===== src/design/linear_interp_resampler_fifo_defines.svh =====
// Assertion macros for the resampler block
`ifndef LINEAR_INTERP_RESAMPLER_FIFO_DEFINES_SVH
`define LINEAR_INTERP_RESAMPLER_FIFO_DEFINES_SVH

// same-cycle implication under reset
`define LIRF_ASSERT_NOW(label, clk, rst_n, ante, cons, msg) \
    label: assert property (@(posedge clk) disable iff (!rst_n) (ante) |-> (cons)) \
        else $error(msg);

// next-cycle implication under reset
`define LIRF_ASSERT_NEXT(label, clk, rst_n, ante, cons, msg) \
    label: assert property (@(posedge clk) disable iff (!rst_n) (ante) |=> (cons)) \
        else $error(msg);

`endif


===== src/design/lirf_pkg.sv =====
// Shared types, constants and helpers for the resampler block
`default_nettype none

package lirf_pkg;

    localparam int FIFO_DEPTH = 1024;
    localparam int PTR_W      = $clog2(FIFO_DEPTH);
    localparam int CNT_W      = $clog2(FIFO_DEPTH + 1);
    localparam int SMP_W      = 24;
    localparam int FRAC_W     = 24;
    localparam int STEP_W     = 27;
    localparam int PHASE_W    = 28;
    localparam int WHOLE_W    = PHASE_W - FRAC_W;
    localparam int DIFF_W     = SMP_W + 1;
    localparam int PROD_W     = DIFF_W + FRAC_W + 1;

    localparam logic KIND_PUSH = 1'b0;
    localparam logic KIND_PULL = 1'b1;

    localparam logic [PHASE_W-1:0] PHASE_ONE = PHASE_W'(1) << FRAC_W;
    localparam logic [STEP_W-1:0]  STEP_ONE  = STEP_W'(1) << FRAC_W;

    typedef logic [PTR_W-1:0]        ptr_t;
    typedef logic [CNT_W-1:0]        cnt_t;
    typedef logic signed [SMP_W-1:0] smp_t;

    typedef struct packed {
        logic kind;
        smp_t sample_in;
    } req_t;

    typedef struct packed {
        logic kind_echo;
        logic accepted;
        smp_t sample_out;
        logic underrun;
    } rsp_t;

    typedef struct packed {
        logic mul_en;
        logic sum_en;
    } interp_ctl_t;

    function automatic ptr_t ptr_inc(input ptr_t p);
        ptr_t r;
        if (p == PTR_W'(FIFO_DEPTH - 1))
        begin
            r = '0;
        end
        else
        begin
            r = p + PTR_W'(1);
        end
        return r;
    endfunction

endpackage

`default_nettype wire


===== src/design/lirf_interp.sv =====
// Interpolation datapath: registered product, then registered sum
`default_nettype none

module lirf_interp (
    input  wire logic                 clk,
    input  wire lirf_pkg::interp_ctl_t ctl,
    input  wire logic [lirf_pkg::FRAC_W-1:0] frac,
    input  wire lirf_pkg::smp_t       prev_smp,
    input  wire lirf_pkg::smp_t       curr_smp,
    output lirf_pkg::smp_t            result
);

    logic signed [lirf_pkg::DIFF_W-1:0] diff;
    logic signed [lirf_pkg::FRAC_W:0]   frac_s;
    logic signed [lirf_pkg::PROD_W-1:0] prod;
    logic signed [lirf_pkg::PROD_W-1:0] prod_reg;
    lirf_pkg::smp_t                     result_reg;

    assign diff   = lirf_pkg::DIFF_W'(curr_smp) - lirf_pkg::DIFF_W'(prev_smp);
    assign frac_s = $signed({1'b0, frac});
    assign prod   = lirf_pkg::PROD_W'(frac_s) * lirf_pkg::PROD_W'(diff);

    always_ff @(posedge clk)
    begin
        if (ctl.mul_en)
        begin
            prod_reg <= prod;
        end
    end

    // floor shift by the fraction width, keep the low sample bits
    always_ff @(posedge clk)
    begin
        if (ctl.sum_en)
        begin
            result_reg <= prev_smp
                + prod_reg[lirf_pkg::FRAC_W +: lirf_pkg::SMP_W];
        end
    end

    assign result = result_reg;

endmodule

`default_nettype wire


===== config.mk =====
export PLATFORM = sky130hd
export DESIGN_NAME = lirf_interp
export DESIGN_NICKNAME = d
export VERILOG_FILES = /design/src/design/linear_interp_resampler_fifo_defines.svh /design/src/design/lirf_pkg.sv /design/src/design/lirf_interp.sv
export SDC_FILE = /design/constraint.sdc
export NUM_CORES = 2
export LEC_CHECK = 0
export BUFFER_PORTS_ARGS = -buffer_cell sky130_fd_sc_hd__buf_2
export CORE_MARGIN = 3
export CORE_UTILIZATION = 48
export CTS_CLUSTER_DIAMETER = 30
export DETAILED_ROUTE_END_ITERATION = 8
export GPL_ROUTABILITY_DRIVEN = 1
export HOLD_SLACK_MARGIN = 0.12
export PLACE_DENSITY = 0.76
export SYNTH_ARGS = -nofsm -noshare
export SYNTH_HDL_FRONTEND = slang
export SYNTH_SLANG_ARGS = --single-unit

===== constraint.sdc =====
create_clock -name clk -period 8.2 [get_ports clk]
set_input_delay 0.41 -clock clk [delete_from_list [all_inputs] [get_ports clk]]
set_output_delay 0.41 -clock clk [all_outputs]
set_load 0.05 [all_outputs]

**Word level (Yosys, flattened, before mapping)**

Cells that the tools add are included.
W data, S select, Z words.

- Input bits: 75
- Register bits after elaboration: 72
- Output and inout bits: 24

- $add $sub $neg: 2
- Multipliers: 1

Operators with widths:

| kind | number |
|---|---|
| $mul A25 B25 Y48 | 1 |
| $sub A24 B24 Y25 | 1 |
| $add A24 B24 Y24 | 1 |

**Depth between registers and ports, before layout**

- Depth after elaboration: 2
- Mapped depth: 37
- Mapped depth without buffers: 35

**Worst setup path after synthesis**

No wires, ideal clock.

- Kind: input port to flip-flop
- Start point: input port curr_smp[0]
- End point: register prod_reg[42] (netlist name) (data pin)
- Required time: 7.942 ns
- Slack: -0.312 ns
- Stages: 34
- Arrival: 8.254 ns
- Path through: inv_1 ha_1 fa_1 nor2b_1 o21bai_1 a2111o_1 a31oi_1 a21o_1 a21oi_1 xnor2_1 clkbuf_1 nand2_1 fa_1 inv_1 fa_1 inv_1 fa_1 inv_1 fa_1 fa_1 inv_1 fa_1 inv_1 fa_1 ha_1 nand2_1 nor2_1 nand4_1 o311ai_1 nor4_1 nor2_1 a31o_2 a21oi_1 xnor2_1

- Cells in the longest elaborated chain, start to end: 2

RTL lines:

| element | RTL line | source |
|---|---|---|
| start, declared | lirf_interp.sv:9 | `input wire lirf_pkg::smp_t curr_smp,` |
| $sub A24 B24 Y25 | lirf_interp.sv:19 | `assign diff = lirf_pkg::DIFF_W'(curr_smp) - lirf_pkg::DIFF_W'(prev_smp);` |
| $mul A25 B25 Y48 | lirf_interp.sv:21 | `assign prod = lirf_pkg::PROD_W'(frac_s) * lirf_pkg::PROD_W'(diff);` |
| net prod (one bit) | lirf_interp.sv:15 | `logic signed [lirf_pkg::PROD_W-1:0] prod;` |
| end signal, assigned | lirf_interp.sv:27 | `prod_reg <= prod;` |
| end, declared | lirf_interp.sv:16 | `logic signed [lirf_pkg::PROD_W-1:0] prod_reg;` |

The timed path passes the listed nets, and every way through them passes these cells.
A chain may end at the register's enable or synchronous reset.

**Worst setup path after layout**

- Start point: input port prev_smp[0]
- End point: register prod_reg[33] (netlist name) (data pin)

- Cells in the longest elaborated chain, start to end: 2

RTL lines:

| element | RTL line | source |
|---|---|---|
| start, declared | lirf_interp.sv:8 | `input wire lirf_pkg::smp_t prev_smp,` |
| $sub A24 B24 Y25 | lirf_interp.sv:19 |  |
| $mul A25 B25 Y48 | lirf_interp.sv:21 |  |
| net prod (one bit) | lirf_interp.sv:15 |  |

The timed path passes the listed nets, and every way through them passes these cells.

==> flow_summary.toml <==
[synth]
synth_cell_type_count = 65
synth_warnings = 0
syn_nets = 3743
synthArstFlopShare = 0
synth_edf_count = 48
synth_area_sq_mm = 0.02494
avgSynthCellArea_sq_um = 8.535
synthFlopType = "edfxtp_1"
ys_seq_elements = 48
netlist_instances = 2922
synth_seq_area_share = 0.05780

[routing]
wirelength_mm = 76.22
ant_nets = 0
vias = 21930
avgRoutedWirePerCell_um = 19.82
dr.first_iter.drc_count = 2144
first_pass_iters = 6
vias_per_cell = 5.703
drc = 0

[floorplan]
chipHeight_um = 233.9
num_rows = 82
fp.dieArea_sq_mm = 0.05473
boundaryPins = 99
die_w_um = 233.9
start_util = 0.4911
core_area_sq_mm = 0.05079

[worst_setup_path]
required_ns = 8.25
startpoint_type = "primary input"
path_common_cell = "fa_1"
path_buf_inv = 8
critPathSlowestCell = "fa_1"
cp_top_family = "adder cells"
worstPathMaxFanout = 5
ff2ff_setup_slack_ns = 4.98
end_kind = "flop"
worst_ep_arrival_time_ns = 8.45
path_class = "primary input to flop"
max_stage_delay_ns = 0.55

[clock_network]
numCtsBuffers = 5
cts.sinks = 48
cts_root_buf = "clkbuf_16"
cts_tree = "yes"
htree_levels = 2
clk_pin_slew_ns = 0.06
cts_buffer_depth = 2
clk-insertion-delay-late_ns = 0.30

[run_status]
violations = "negative setup slack"
status = "finished with violations"

[final_layout]
drive_gt1_frac = 0.1777
final_cells = 3845
synthToLayoutAreaGrowth_pct = 17.32
post-route-cell-area_sq_mm = 0.02926
layout.nets = 3989

[timing]
max-slew-margin-rel = 0.4175
fin_crit_sh = 1.024
rsz0062_at_grt = "true"
worst_pin_slew_ns = 0.8737
clock.fmax_mhz = 119.1
final_hold_viol_count = 0
finalSetupViolations = 15
setup_ws_ns = -0.1993
final_max_slew_viol_count = 0
finalClockSkew_ns = 0.003813
min_period_ns = 8.399

[placement]
gp_congestion = 0.9642
place_area_sq_mm = 0.02807
dp_hpwl_mm = 60.92
dpl.cell_count = 3804
pre_cts_slack_ns = -0.8998
io_buffers = 98

[global_routing]
grt_pass1_wl_mm = 119.6
grt_pass1_vias = 22230
antenna_found_initial = 4
grt.overflow.total = 0
grt_max_degree = 39
track_usage = 0.2796

[flow_run]
maxCapViolations = 0

[hold_path]
hold_path.class = "primary input to flop"
## cell type report
type,instances,area [sq um]
Tap cell,672,840.8
Sequential cell,48,1441
Fill cell,4229,21530
Multi-Input combinational cell,2092,21230
Clock buffer,6,128.9
Clock inverter,2,35.03
Antenna cell,4,10.01
Inverter,593,2228
Timing Repair Buffer,428,3344
## synthesized netlist by cell type, types with 21 or more instances
cell type / number / area share
nor3_1: 101 / 0.020
clkbuf_1: 172 / 0.026
a21o_1: 21 / 0.0063
nand3b_1: 28 / 0.0084
nand4_1: 30 / 0.0075
nor2_1: 94 / 0.014
nand2_1: 410 / 0.062
nor2b_1: 36 / 0.0090
a31oi_1: 32 / 0.0080
and2_1: 132 / 0.033
nand3_1: 65 / 0.013
or4_1: 22 / 0.0066
o221ai_1: 26 / 0.0091
xnor2_1: 45 / 0.016
edfxtp_1: 48 / 0.058
ha_1: 242 / 0.12
a21oi_1: 68 / 0.014
inv_1: 593 / 0.089
o21ai_0: 34 / 0.0068
fa_1: 504 / 0.40
## routing by layer
| metal | vias to the layer above | track usage | routed length [um] |
|---|---|---|---|
| met4 | 4 | 0.1138 | 4006 |
| met3 | 252 | 0.06207 | 7730 |
| li1 | 9694 | - | - |
| met5 | - | 0 | 31 |
| met2 | 1192 | 0.4547 | 35810 |
| met1 | 10790 | 0.3636 | 28640 |
## kinds of logic after synthesis
family,share of synthesized area
AOI/OAI and AO/OA,0.08624
xor gates and xnor gates,0.02107
adders and majority gates,0.5260
buffers and inverters,0.1186
DFF,0.05780
and+or+nand+nor,0.1903
## tightest hold or removal path, stage by stage
cell and delay [ns]:
buf_6 0.08, buf_4 0.09, ha_1 0.13
## through the flow
step | setup TNS (ns) | hold slack (ns) | utilization
5_1_grt | -4.991 | 0.5409 | 0.5760
2_1_floorplan | -0.02191 | 0.5128 | -
3_5_place_dp | -13.23 | 0.5752 | 0.5527
6_report | -1.783 | 0.5227 | 0.5761
4_1_cts | -1.312 | 0.5299 | 0.5640
3_3_place_gp | -11.36 | 0.5393 | 0.5527
## placed cells by master, fill, tap and decap left out, types with 19 or more instances in the layout
cell / count
and2_1: 128
buf_6: 23
or4_1: 21
o21ai_0: 29
ha_1: 231
nor3_1: 97
inv_1: 579
nor2b_1: 32
fa_1: 498
edfxtp_1: 48
nand2_1: 406
a21o_1: 21
a31oi_1: 30
xnor2_1: 35
nand3b_1: 28
nor2_1: 86
buf_12: 19
o221ai_1: 25
buf_2: 97
buf_4: 285
nand3_1: 63
nand4_1: 30
a21oi_1: 53
## final timing paths
path                startpoint           end  cells past startpoint
hold reg to reg   prod_reg[24]     result[0]                      1
hold / removal     prev_smp[0]     result[0]                      3
setup reg to reg  prod_reg[24]    result[22]                     12
setup / recovery   prev_smp[0]  prod_reg[33]                     36
## timing repair
item | CTS | global route
resized for setup | 72 | 92
setup buffers | 8 | 19
cloned | 1 | 2
hold buffers | 0 | 0
pin swaps | 41 | 52
endpoints found under the hold margin | 0 | 0
setup endpoints to repair | 18 | 23
Power is not shown: default switching activity piles up to over one toggle a cycle in this logic, so the estimate is an artifact.
